==> src/hdl/per_channel_running_variance_macros.svh <==
// ----------------------------------------------------------------------------
// Assertion macros
// Concurrent assertion shorthands on clk with rst as the disable condition.
// ----------------------------------------------------------------------------
`ifndef PER_CHANNEL_RUNNING_VARIANCE_MACROS_SVH
`define PER_CHANNEL_RUNNING_VARIANCE_MACROS_SVH

// same-cycle implication
`define PCRV_ASSERT_NOW(label, ante, cons, msg) \
  label: assert property (@(posedge clk) disable iff (rst) (ante) |-> (cons)) \
    else $error(msg);

// next-cycle implication
`define PCRV_ASSERT_NEXT(label, ante, cons, msg) \
  label: assert property (@(posedge clk) disable iff (rst) (ante) |=> (cons)) \
    else $error(msg);

`endif

==> src/hdl/pcrv_pkg.sv <==
// ----------------------------------------------------------------------------
// pcrv_pkg
// Widths, defaults, sequencer states and store entry type of the running
// variance block.
// ----------------------------------------------------------------------------
package pcrv_pkg;

  localparam int AMP_W          = 8;
  localparam int IDX_W          = 6;
  localparam int FRAC_BITS      = 16;
  localparam int MEAN_W         = 24;
  localparam int M2_W           = 50;
  localparam int VAR_W          = 31;
  localparam int FC_W           = 20;
  localparam int PROD_W         = 2 * MEAN_W;
  localparam int STEP_W         = 6;
  localparam int IDX_EXT_W      = 9;
  localparam int MEAN_STEPS     = MEAN_W;
  localparam int VAR_STEPS      = M2_W;
  localparam int DEF_NUM_SUB    = 56;
  localparam int DEF_COUNT_BITS = 20;

  typedef enum logic [2:0] {
    ST_IDLE,
    ST_READ,
    ST_DIV_MEAN,
    ST_MUL,
    ST_ACC,
    ST_DIV_VAR,
    ST_FINISH
  } state_t;

  typedef struct packed {
    logic [MEAN_W-1:0] mean;
    logic [M2_W-1:0]   m2;
  } entry_t;

endpackage

==> src/hdl/pcrv_store.sv <==
// ----------------------------------------------------------------------------
// pcrv_store
// Per-channel mean and M2 memory with registered read. Valid bits cleared at
// reset make unwritten entries read as zero.
// ----------------------------------------------------------------------------
module pcrv_store
  import pcrv_pkg::*;
#(
  parameter int NUM_SUB = DEF_NUM_SUB,
  localparam int ADDR_W = (NUM_SUB > 1) ? $clog2(NUM_SUB) : 1
) (
  input  logic              clk,
  input  logic              rst,
  input  logic              rd_en,
  input  logic [ADDR_W-1:0] rd_addr,
  output entry_t            rd_data,
  input  logic              wr_en,
  input  logic [ADDR_W-1:0] wr_addr,
  input  entry_t            wr_data
);

  entry_t             mem [NUM_SUB];
  logic [NUM_SUB-1:0] filled;
  entry_t             rd_q;
  logic               hit_q;

  always_ff @(posedge clk) begin
    if (wr_en) begin
      mem[wr_addr] <= wr_data;
    end
    if (rd_en) begin
      rd_q <= mem[rd_addr];
    end
  end

  always_ff @(posedge clk) begin
    if (rst) begin
      filled <= '0;
      hit_q  <= 1'b0;
    end else begin
      if (wr_en) begin
        filled[wr_addr] <= 1'b1;
      end
      if (rd_en) begin
        hit_q <= filled[rd_addr];
      end
    end
  end

  assign rd_data = hit_q ? rd_q : '0;

endmodule

==> config.mk <==
export PLATFORM = sky130hd
export DESIGN_NAME = pcrv_store
export DESIGN_NICKNAME = d
export VERILOG_FILES = /design/src/hdl/per_channel_running_variance_macros.svh /design/src/hdl/pcrv_pkg.sv /design/src/hdl/pcrv_store.sv
export SDC_FILE = /design/constraint.sdc
export NUM_CORES = 2
export LEC_CHECK = 0
export BUFFER_PORTS_ARGS = -buffer_cell sky130_fd_sc_hd__buf_2
export CAP_MARGIN = 20
export CORE_ASPECT_RATIO = 0.6
export CORE_UTILIZATION = 40
export DETAILED_ROUTE_END_ITERATION = 16
export PLACE_DENSITY_LB_ADDON = 0.12
export SYNTH_ARGS = -nofsm -noshare
export SYNTH_HDL_FRONTEND = slang
export SYNTH_MEMORY_MAX_BITS = 65536
export SYNTH_SLANG_ARGS = --single-unit
==> constraint.sdc <==
create_clock -name clk -period 8.91 [get_ports clk]
set_input_delay 0.891 -clock clk [delete_from_list [all_inputs] [get_ports clk]]
set_output_delay 0.891 -clock clk [all_outputs]
set_load 0.02 [all_outputs]
==> impl_metrics.ini <==
[outcome]
outcome = completed

[routing]
drt_iter0_drc = 9745
dr.pass1.iters = 6
wirelength_um = 488000
detail-route-antenna-nets = 0
drc = 0
post_drt_wl_per_cell_um = 37.1
dr_total_vias = 78600
via_per_inst = 5.97

[sta]
hold_viol_final = 0
max_slew_margin_pct = 19.9
period_share_pct = 44.7
fin_crit_ps = 3980
max_freq_ghz = 0.251
finalClockSkew_ps = 43.5
tightest_slew_ps = 1200
setup_tns_ps = 0
finalSetupViolCount = 0
report.final.slew_viol_count = 0
rsz0062_at_grt = no

[synthesis]
yosysUniqueCellTypes = 39
avgSynthCellArea_um2 = 23.2
synth_fp_nets = 7118
synth_top_area_share_pct = 77.7
synth_edf_count = 4218
yosys-top-cells-area = edfxtp_1 (78%), mux4_2 (16%), mux2i_1 (1.4%), dfxtp_1 (0.70%), nor2_1 (0.66%)
seq_area_frac_synth_pct = 78.4
synth_top_area_cell = edfxtp_1
yosysWarnings = 0
synth_flop_cell = edfxtp_1
async_flop_share_pct = 0
synth_cells = 7028
ys_ff_latch = 4275
synth_area_um2 = 163000

[placement]
place_congestion = 0.747
hpwl_um = 252000
postPlaceCellArea_um2 = 171000
portBuffers = 163

[global_route]
overflow = 0
track_usage_pct = 23.5
grtUsageMet3_pct = 5.55
grt_pass1_vias = 77500
use_met1_pct = 35.8
grt_util_met2_pct = 34.4
antenna_found_initial = 50
grt_pass1_wl_um = 661000
top_usage_layer = met1
grt_max_degree = 114

[die]
core_um2 = 405000
num_rows = 181
ios = 164
die_y_um = 496
fp.dieArea_um2 = 410000
die_w_um = 826
initial_core_util_pct = 40.2

[clock_tree]
clock_latency_ps = 960
htreeDepth = 5
cts_tree = done
clock_tree.root_cell = clkbuf_16
clkTransAtPathRegs_ps = 70
post_cts_resized = 0
numCtsBuffers = 395
cts_setup_buffers = 0
ctsLongestPathBuffers = 4
cts_hold_buf = 0
cts_num_sinks = 4275

[job]
maxCapViolations = 0

[critical_path]
cp_max_fo = 40
worstPathArrival_ps = 3090
cp-end-kind = output port
required_ps = 8020
crit_path_start_kind = flip-flop
critical_path_class = flip-flop to output port
r2r_cells = 5

[power_and_ir_drop]
p_leak_nw = 57.0
ir_worst_vdd_uv = 152
power.density_nw_per_um2 = 223

[finish]
drive_gt1_share_pct = 28.3
layout.nets = 7534
final.fill_count = 33700
multi_input_area_um2 = 33600
fin_area_um2 = 184000
area_growth_pct = 12.7
regArea_um2 = 128000

[worst_hold_path]
min_path_cells = 2
hp-class = primary input to flip-flop
==> placed cells by master, fill, tap and decap left out, drive strengths merged, types with 2 or more instances in the layout <==
master,Yosys,routed
edfxtp,4218,4218
mux4,1130,1130
clkbuf,171,488
buf,224,413
nor2,288,288
mux2i,223,223
clkinv,1,167
nand2,148,148
o21ai,140,140
a21oi,76,76
and2,76,76
o211ai,66,66
a221oi,61,61
mux2,58,58
dfxtp,57,57
bufinv,0,30
diode,0,17
o22ai,13,13
nor2b,10,10
a211oi,10,10
inv,0,10
nand3,9,9
o21ba,8,8
a22oi,7,7
clkinvlp,0,7
nor3,6,6
a211o,5,5
nand2b,5,5
nand3b,4,4
a311oi,3,3
and3b,2,2
or3b,2,2
nand4b,2,2
==> layout make-up <==
| cell class | instances | area share, % |
|---|---|---|
| Antenna cell | 17 | 0.0232 |
| Sequential cell | 4275 | 69.6 |
| Timing Repair Buffer | 414 | 1.74 |
| Clock inverter | 213 | 0.980 |
| Multi-Input combinational cell | 2357 | 18.3 |
| Inverter | 1 | 0.00204 |
| Clock buffer | 487 | 5.68 |
| Tap cell | 5398 | 3.68 |
==> Yosys cell counts (58+ instances only) <==
library cell	count
nor2_1	288
buf_4	80
buf_2	96
a221oi_1	61
nand2_1	148
and2_1	75
o21ai_0	138
edfxtp_1	4218
mux2_2	58
clkbuf_1	171
mux4_2	1130
mux2i_1	223
a21oi_1	76
o211ai_1	66
==> worst max-delay path: stages (launching register included) <==
cell and delay [ps]:
dfxtp_4 860, buf_4 620, and2_1 400, buf_2 230
==> where the power goes <==
part	total (W)	switching (W)	internal, W
Combinational	0.00193	0.00121	0.000714
Sequential	0.0223	0.0000676	0.0223
Clock	0.0166	0.00744	0.00916
Total	0.0409	0.00872	0.0321
==> logic make-up (layout without fill, tap and decap cells) <==
| logic type | after synthesis | count (layout) | synth area share [%] |
|---|---|---|---|
| other | 0 | 17 | 0 |
| AOI/OAI and AO/OA | 390 | 390 | 1.52 |
| buffers and inverters | 396 | 1115 | 1.23 |
| DFF | 4275 | 4275 | 78.4 |
| muxes | 1411 | 1411 | 17.4 |
| and+or+nand+nor | 556 | 556 | 1.47 |
==> metal layers <==
metal | wire length, µm | part of all wire (%)
met3 | 44400 | 9.1
met4 | 12900 | 2.6
met5 | 179 | 0.037
met1 | 217000 | 45
met2 | 213000 | 44
==> metrics by stage <==
step,hold slack (ps),instances,utilization (%),power (W),setup slack [ps]
detailed placement,458,12400,42.3,0.0247,3930
global route,244,13200,45.3,0.0420,4700
CTS,431,13100,45.3,0.0412,4700
floorplan,435,7028,-,0.0239,1870
finish,266,13200,45.3,0.0409,4930
global placement,444,12400,42.2,0.0247,3970
==> path summary, 6_finish.rpt <==
path                from           to  slack [ps]
max                hit_q  rd_data[57]        4930
min                  rst   filled[48]         270
max reg2reg  mem[24][41]     rd_q[41]        6510
min reg2reg   filled[17]   filled[17]         470
==> registers in the layout, summed over array words and instances (netlist names) <==
| register | cells |
|---|---|
| filled | 56 |
| hit_q | 1 |
| mem | 4144 |
| rd_q | 74 |
Note: power is estimated with default switching activity, not from simulation.
