$ cat src/hdl/per_channel_running_variance_macros.svh
// ----------------------------------------------------------------------------
// Assertion macros
// Concurrent assertion shorthands on clk with rst as the disable condition.
// ----------------------------------------------------------------------------
`ifndef PER_CHANNEL_RUNNING_VARIANCE_MACROS_SVH
`define PER_CHANNEL_RUNNING_VARIANCE_MACROS_SVH

// same-cycle implication
`define PCRV_ASSERT_NOW(label, ante, cons, msg) \
  label: assert property (@(posedge clk) disable iff (rst) (ante) |-> (cons)) \
    else $error(msg);

// next-cycle implication
`define PCRV_ASSERT_NEXT(label, ante, cons, msg) \
  label: assert property (@(posedge clk) disable iff (rst) (ante) |=> (cons)) \
    else $error(msg);

`endif

$ cat src/hdl/pcrv_pkg.sv
// ----------------------------------------------------------------------------
// pcrv_pkg
// Widths, defaults, sequencer states and store entry type of the running
// variance block.
// ----------------------------------------------------------------------------
package pcrv_pkg;

  localparam int AMP_W          = 8;
  localparam int IDX_W          = 6;
  localparam int FRAC_BITS      = 16;
  localparam int MEAN_W         = 24;
  localparam int M2_W           = 50;
  localparam int VAR_W          = 31;
  localparam int FC_W           = 20;
  localparam int PROD_W         = 2 * MEAN_W;
  localparam int STEP_W         = 6;
  localparam int IDX_EXT_W      = 9;
  localparam int MEAN_STEPS     = MEAN_W;
  localparam int VAR_STEPS      = M2_W;
  localparam int DEF_NUM_SUB    = 56;
  localparam int DEF_COUNT_BITS = 20;

  typedef enum logic [2:0] {
    ST_IDLE,
    ST_READ,
    ST_DIV_MEAN,
    ST_MUL,
    ST_ACC,
    ST_DIV_VAR,
    ST_FINISH
  } state_t;

  typedef struct packed {
    logic [MEAN_W-1:0] mean;
    logic [M2_W-1:0]   m2;
  } entry_t;

endpackage

$ cat src/hdl/pcrv_div.sv
// ----------------------------------------------------------------------------
// pcrv_div
// Restoring divider, one quotient bit per cycle. The dividend is left aligned
// in the shift register; after k steps the low k bits hold the quotient.
// ----------------------------------------------------------------------------
module pcrv_div
  import pcrv_pkg::*;
#(
  parameter int COUNT_BITS = DEF_COUNT_BITS
) (
  input  logic                  clk,
  input  logic                  rst,
  input  logic                  start,
  input  logic [STEP_W-1:0]     steps,
  input  logic [M2_W-1:0]       dividend,
  input  logic [COUNT_BITS-1:0] divisor,
  output logic                  done,
  output logic [M2_W-1:0]       quotient
);

  logic                  busy;
  logic [STEP_W-1:0]     left;
  logic [M2_W-1:0]       shreg;
  logic [COUNT_BITS-1:0] rem;
  logic [COUNT_BITS-1:0] dsor;
  logic [COUNT_BITS:0]   trial;
  logic [COUNT_BITS:0]   diff;
  logic                  fits;
  logic [COUNT_BITS-1:0] rem_next;

  always_comb begin
    trial    = {rem, shreg[M2_W-1]};
    diff     = trial - {1'b0, dsor};
    fits     = trial >= {1'b0, dsor};
    rem_next = fits ? diff[COUNT_BITS-1:0] : trial[COUNT_BITS-1:0];
  end

  always_ff @(posedge clk) begin
    if (rst) begin
      busy <= 1'b0;
      done <= 1'b0;
      left <= '0;
    end else begin
      done <= 1'b0;
      if (start) begin
        busy <= 1'b1;
        left <= steps;
      end else if (busy) begin
        left <= left - STEP_W'(1);
        if (left == STEP_W'(1)) begin
          busy <= 1'b0;
          done <= 1'b1;
        end
      end
    end
  end

  always_ff @(posedge clk) begin
    if (start) begin
      shreg <= dividend;
      rem   <= '0;
      dsor  <= divisor;
    end else if (busy) begin
      shreg <= {shreg[M2_W-2:0], fits};
      rem   <= rem_next;
    end
  end

  assign quotient = shreg;

endmodule

$ cat config.mk
export PLATFORM = sky130hd
export DESIGN_NAME = pcrv_div
export DESIGN_NICKNAME = d
export VERILOG_FILES = /design/src/hdl/per_channel_running_variance_macros.svh /design/src/hdl/pcrv_pkg.sv /design/src/hdl/pcrv_div.sv
export SDC_FILE = /design/constraint.sdc
export NUM_CORES = 1
export LEC_CHECK = 0
export BUFFER_PORTS_ARGS = -buffer_cell sky130_fd_sc_hd__clkbuf_2
export CELL_PAD_IN_SITES_DETAIL_PLACEMENT = 0
export CELL_PAD_IN_SITES_GLOBAL_PLACEMENT = 2
export CORE_ASPECT_RATIO = 0.6
export CORE_MARGIN = 5
export CORE_UTILIZATION = 34
export DETAILED_ROUTE_END_ITERATION = 10
export GPL_TIMING_DRIVEN = 0
export PLACE_DENSITY = 0.91
export SETUP_SLACK_MARGIN = 0.3
export SLEW_MARGIN = 10
export SYNTH_ARGS = -nofsm -noshare
export SYNTH_HDL_FRONTEND = slang
export SYNTH_SLANG_ARGS = --single-unit
$ cat constraint.sdc
create_clock -name clk -period 3 [get_ports clk]
set_clock_uncertainty 0.1 [all_clocks]
set_input_delay 0.6 -clock clk [delete_from_list [all_inputs] [get_ports clk]]
set_output_delay 0.6 -clock clk [all_outputs]
set_load 0.03 [all_outputs]
==> summary.txt, run 1 <==
Critical path
  – Startpoint types: flop
  – Critical path class: flop to flop
  – Arrival @ worst endpoint: 2760 ps
  – CP Capture Type: flop
  – Critical-path maximum fanout: 6
  – Worst path required time: 3190 ps
  – Worst r2r path cells: 10

Floorplanning
  – Ports: 130
  – Num rows: 34
  – Starting density of the core: 34.7%
  – Core box area: 14500 um^2
  – Die Height: 104 um
  – Die span in x: 167 um
  – Die ar.: 17400 um^2

Logic synthesis
  – Mapped Cells: 429
  – Post-synthesis sequential area ratio: 53.1%
  – Top_reg_cell synth: edfxtp_1
  – Ys async rst share: 0%
  – Area leader, netlist: edfxtp_1
  – Top cells by area, synth: edfxtp_1 (42%), dfxtp_1 (11%), mux2_2 (11%), ha_1 (5.5%), nor2_1 (2.9%)
  – Synthesis-stage register bit count: 98
  – Post-synth EDFFs: 70
  – Mapped Nets: 531
  – Synthesized area: 5020 um^2
  – Synth cell types: 53
  – Top cell type's share of synthesized area: 41.9%
  – Ys Warns: 0
  – Mean Syn Cell Area: 11.7 um^2

Clock network
  – TritonCTS Buffers: 9
  – CTS tree: built
  – Worst skew pair latency: 350 ps
  – CTS clk-pin slew, worst paths: 80 ps
  – Clock root cell: clkbuf_16
  – # H-tree levels: 3
  – CTS Sinks: 98
  – Clk buf depth: 2

Finish
  – Area grow syn2layout: 28.9%
  – Final instance area: 6460 um^2
  – Layout cell share with drive strength beyond 1: 40.8%
  – Finished Layout Cells: 779
  – Fin util: 44.7%
  – Commonest non-fill, non-tap cell in the layout: clkbuf_2
  – Final nets: 678
  – Total inserted antenna cells: 0
  – Commonest non-fill, non-tap cells in the layout: clkbuf_2 (129), edfxtp_1 (70), mux2_2 (49)

Power and ir drop
  – P_leak: 2.61 nW
  – Switch share: 30.4%
  – Switching Power: 0.00108 W
  – Flop pwr share: 46.6%
  – Internal power: 0.00247 W
  – Clk pwr share: 32.6%
  – Peak VDD IR: 0.282 mV
  – Total power per unit cell area: 549 nW/um^2
  – Combinational power share: 20.9%

Detailed routing
  – Per-cell routed wire length: 17.1 um
  – DRC Markers: 0
  – Iter 0 DRT Violations: 246
  – WL final: 13300 um
  – Pre-antenna DRT Iters: 4
  – Via density: 4.99
  – Via count: 3891
  – Final ANT Viol Nets: 0

Place
  – Placed Cells: 756
  – RePlAce Congestion: 0.836
  – DP HPWL: 10200 um
  – Port Buffer Count: 128
  – Area post-placement: 5920 um^2

STA
  – Final period util: 85.5%
  – Minimum clock period: 2560 ps
  – Setup-failing EPs final: 0
  – Total negative setup slack: 0 ps
  – Max-slew violation count: 0
  – Fmax: 390 MHz
  – RSZ-0062 raised after global routing: false
  – Final hold viol count: 0
  – Worst-Margin Slew: 762 ps
  – Worst slew margin: 49.2%

Global route
  – Antenna violations before repair: 0
  – Global-route wire length before repair: 21100 um
  – Grt ovf: 0
  – GRT Total Usage: 15.2%
  – Vias in the first global route: 3918
  – Pin count of the biggest net entering global routing: 37

Worst hold path
  – WHS Path Cells: 1
  – Hold Path Class: input pin to flop

Job
  – Max Cap Viol: 0

Status
  – Status: finished, final reports clean
-- state kept, by name (all words and copies together) (netlist names) --
signal,count
busy,1
done,1
dsor,20
left,6
quotient,50
rem,20
-- stage by stage --
| stage | hold WS [ps] | setup slack (ps) | total power (W) |
|---|---|---|---|
| after detailed placement | 369 | -285 | 0.00238 |
| after global routing | 311 | 293 | 0.00371 |
| after floorplan | 346 | 324 | 0.00215 |
| final | 321 | 435 | 0.00355 |
| after CTS | 313 | 304 | 0.00354 |
| after global placement | 360 | -1120 | 0.00236 |
-- path summary, 6_finish.rpt --
path / slack, ps / from / to
worst min register to register: 380 / rem[13] / rem[13]
worst max-delay path: 440 / dsor[6] / rem[19]
worst max register to register: 440 / dsor[6] / rem[19]
worst min-delay path: 320 / divisor[2] / dsor[2]
-- power by group through the flow --
| stage | Clock (W) | Sequential, W | Combinational, W |
|---|---|---|---|
| global placement | 0 | 0.00168 | 0.000685 |
| global route | 0.00124 | 0.00167 | 0.000803 |
| finish | 0.00116 | 0.00165 | 0.000740 |
| detailed placement | 0 | 0.00168 | 0.000700 |
| floorplan | 0 | 0.00181 | 0.000334 |
| CTS | 0.00118 | 0.00165 | 0.000711 |
-- synthesized netlist by cell type, drive strengths merged, types with 7 or more instances --
master and number:
a21oi 21, a311oi 8, a32oi 7, clkbuf 13, dfxtp 28, edfxtp 70, ha 22, inv 25
mux2 50, nand2 31, nor2 39, nor3 8, o21ai 24, xnor2 13
-- final cells by class --
cell class,count,area [um^2]
plain buffers,16,81.3
clock buffers,9,225
fillers,1379,8000
flip-flops and latches,98,2660
well taps,198,248
multi-input cells,290,2360
repair buffers,136,728
inverters,25,93.8
clock inverters,7,70.1
-- routing by layer --
metal / GRT usage (%) / vias to the layer above / share of wire, %
met3: 4.10 / 23 / 4.9
met2: 21.5 / 104 / 42
met5: 0 / - / 0
met4: 4.79 / 0 / 2.0
met1: 22.4 / 1878 / 51
li1: - / 1886 / -
-- timing repair --
action	CTS	global route
setup endpoints to repair	52	53
setup buffers	0	7
hold buffers	0	0
pin swaps	1	6
gates resized for setup	10	21
-- critical path, stage by stage (launching register included) --
cell      delay [ps]
edfxtp_1         320
inv_1             50
ha_1             350
a21oi_1          100
o21ai_2          230
a31oi_1           90
a211o_4          380
a21o_1           170
buf_6            130
or4_1            500
nand3_1           70
-- cells by family (layout without fill, tap and decap cells) --
group / Yosys count / in the layout / synth area share (%)
simple gates: 105 / 105 / 9.63
mux: 56 / 56 / 12.4
xor+xnor: 18 / 18 / 3.14
fa+ha+maj: 23 / 23 / 5.89
flops: 98 / 98 / 53.1
buf+inv: 41 / 193 / 3.39
compound gates: 88 / 88 / 12.4
(Power assumes the default switching activity.)
==> run 2: changes to the inputs <==
--- a/config.mk
+++ b/config.mk
@@ -10,10 +10,11 @@
 export CELL_PAD_IN_SITES_GLOBAL_PLACEMENT = 2
 export CORE_ASPECT_RATIO = 0.6
 export CORE_MARGIN = 5
-export CORE_UTILIZATION = 34
+export CORE_UTILIZATION = 35
+export CTS_BUF_LIST = sky130_fd_sc_hd__clkbuf_4 sky130_fd_sc_hd__clkbuf_8
 export DETAILED_ROUTE_END_ITERATION = 10
 export GPL_TIMING_DRIVEN = 0
-export PLACE_DENSITY = 0.91
+export PLACE_DENSITY = 0.93
 export SETUP_SLACK_MARGIN = 0.3
 export SLEW_MARGIN = 10
 export SYNTH_ARGS = -nofsm -noshare
==> constraint.sdc (replaced) <==
create_clock -name clk -period 2.8 [get_ports clk]
set_clock_uncertainty 0.1 [all_clocks]
set_input_delay 0.56 -clock clk [delete_from_list [all_inputs] [get_ports clk]]
set_output_delay 0.56 -clock clk [all_outputs]
set_load 0.03 [all_outputs]
==> summary.txt, run 2 (synthesis gave the netlist of run 1 again) <==
Clock network
  – Cts hold-fix bufs: 0 (unchanged)
  – # H-tree levels: 3 (unchanged)
  – CTS clk-pin slew, worst paths: 100 ps (+20 ps)
  – CTS tree: built
  – CTS Sinks: 98 (unchanged)
  – Clk buf depth: 2 (unchanged)
  – Worst skew pair latency: 380 ps (+30 ps)
  – Clock root cell: clkbuf_8
  – TritonCTS Buffers: 9 (unchanged)

Critical path
  – Critical-path maximum fanout: 5 (-1)
  – Worst Path Buf+Inv: 2 (unchanged)
  – CP Capture Type: flop
  – Worst path cell trace: inv_2, ha_4, nor2b_4, o21ai_4, and2_4, a211o_4, a21o_1, buf_6, mux2_4, a211oi_2
  – Worst r2r src: dsor[1]
  – CP top delay family: compound AO/OA/AOI/OAI gates
  – Startpoint types: flop
  – Worst Setup SP: dsor[1]
  – Arrival @ worst endpoint: 2740 ps (-20 ps)
  – Critical path class: flop to flop
  – Slowest stage cell, crit path: edfxtp_1
  – Max stage delay on crit path: 420 ps (-80 ps)
  – Worst path required time: 2990 ps (-200 ps)

STA
  – RSZ-0062 raised after global routing: true
  – Total negative setup slack: 0 ps (unchanged)
  – Fmax: 393 MHz (+0.75%)
  – Setup-failing EPs final: 0 (unchanged)
  – Final worst slack: 254 ps (-181 ps)
  – Final period util: 90.9% (+5.4 points)
  – Worst-Margin Slew: 809 ps (+46.6 ps)
  – Minimum clock period: 2550 ps (-19.1 ps)
  – Worst slew margin: 46.1% (-3.1 points)
  – Final hold viol count: 0 (unchanged)
  – Hold_ws: 252 ps (-68.9 ps)
  – Max-slew violation count: 0 (unchanged)

Global route
  – Antenna violations before repair: 0 (unchanged)
  – Vias in the first global route: 3905 (-0.33%)
  – Grt ovf: 0 (unchanged)
  – Pin count of the biggest net entering global routing: 24 (-35%)
  – Global-route wire length before repair: 22100 um (+5.0%)
  – GRT Total Usage: 16.9% (+1.8 points)

Place
  – Port Buffer Count: 128 (unchanged)
  – RePlAce Congestion: 0.861 (+3.0%)
  – DP HPWL: 10100 um (-0.29%)
  – Placed Cells: 749 (-0.93%)
  – Pre-CTS WS: -1060 ps (-772 ps)

Power and ir drop
  – Total power per unit cell area: 531 nW/um^2 (-3.2%)
  – P_leak: 2.63 nW (+0.83%)
  – Peak VDD IR: 0.222 mV (-21%)

Floorplanning
  – Num rows: 33 (-2.9%)
  – Core box area: 13800 um^2 (-4.4%)
  – Ports: 130 (unchanged)
  – Die Height: 103 um (-1.3%)
  – Starting density of the core: 36.3% (+1.6 points)
  – Die span in x: 165 um (-1.4%)
  – Die ar.: 16900 um^2 (-2.6%)

Detailed routing
  – Final ANT Viol Nets: 0 (unchanged)
  – Per-cell routed wire length: 18.0 um (+5.5%)
  – WL final: 14200 um (+6.9%)
  – Iter 0 DRT Violations: 249 (+1.2%)
  – Via density: 5.13 (+2.7%)
  – Via count: 4049 (+4.1%)
  – Pre-antenna DRT Iters: 4 (unchanged)
  – DRC Markers: 0 (unchanged)

Finish
  – Largest register FFs: 50 (unchanged)
  – Commonest non-fill, non-tap cell in the layout: clkbuf_2
  – Final nets: 694 (+2.4%)
  – Layout cell share with drive strength beyond 1: 47.6% (+6.8 points)
  – Commonest non-fill, non-tap cells in the layout: clkbuf_2 (127), edfxtp_1 (70), mux2_2 (49)
  – Total inserted antenna cells: 0 (unchanged)
  – Fin util: 48.2% (+3.5 points)
  – Filler cells: 1265 (-8.3%)
  – Finished Layout Cells: 789 (+1.3%)
  – Area grow syn2layout: 32.8%

Status
  – Status: finished, final reports clean

Job
  – Max Cap Viol: 0 (unchanged)

Worst hold path
  – Hold Path Class: input pin to flop
  – Hold Startpoint: divisor[9]
==> run 2: cell count changes in the layout (fill, tap and decap cells not counted), sizes merged <==
cell | before | now
buf | 11 | 24
clkinvlp | 0 | 5
inv | 30 | 26
clkinv | 2 | 4
==> run 2: final cells by class <==
class	count	area, um^2	area share, %
sequential	98	2660	40.0
multi-input combinational	290	2540	38.1
timing repair inverter	3	22.5	0.338
inverter	25	97.6	1.47
buffer	16	98.8	1.48
clock buffer	9	124	1.86
timing repair buffer	149	816	12.2
clock inverter	7	61.3	0.920
tap	192	240	3.61
==> run 2: worst paths after layout <==
check / to / slack, ps / cells past startpoint
hold reg to reg: rem[9] / 400 / 2
setup reg to reg: rem[0] / 250 / 10
setup / recovery: rem[0] / 250 / 10
hold / removal: dsor[9] / 250 / 1
==> run 2: routing by layer <==
layer	vias to the layer above	global-route usage [%]	wire (um)	share of wire (%)
li1	1911	-	-	-
met1	2006	25.1	6930	49
met2	122	25.7	6400	45
met3	10	3.36	757	5.3
met4	0	3.90	121	0.85
met5	-	0	0	0
==> run 2: metrics by stage <==
step | instance area, um^2 | total power (W)
2_1_floorplan | 5030 | 0.00230
3_3_place_gp | 5910 | 0.00253
3_5_place_dp | 5910 | 0.00255
4_1_cts | 6350 | 0.00349
5_1_grt | 6660 | 0.00372
6_report | 6660 | 0.00354
==> run 2: where the power goes <==
| group | internal, W | switching [W] |
|---|---|---|
| Sequential | 0.00170 | 0.0000728 |
| Clock | 0.000339 | 0.000554 |
| Combinational | 0.000356 | 0.000517 |
==> run 2: timing repair <==
item	4_1_cts	5_1_grt
gates cloned	3	0
hold endpoints to repair	0	0
pin swaps	8	25
setup buffers	7	14
endpoints found under the setup margin	71	34
resized for setup	33	44
==> run 2: worst reg2reg max path, stage by stage, from the launching register on <==
cell and delay (ps):
edfxtp_1 420, inv_2 70, ha_4 260, nor2b_4 170
o21ai_4 90, and2_4 170, a211o_4 360, a21o_1 200
buf_6 140, mux2_4 300, a211oi_2 200
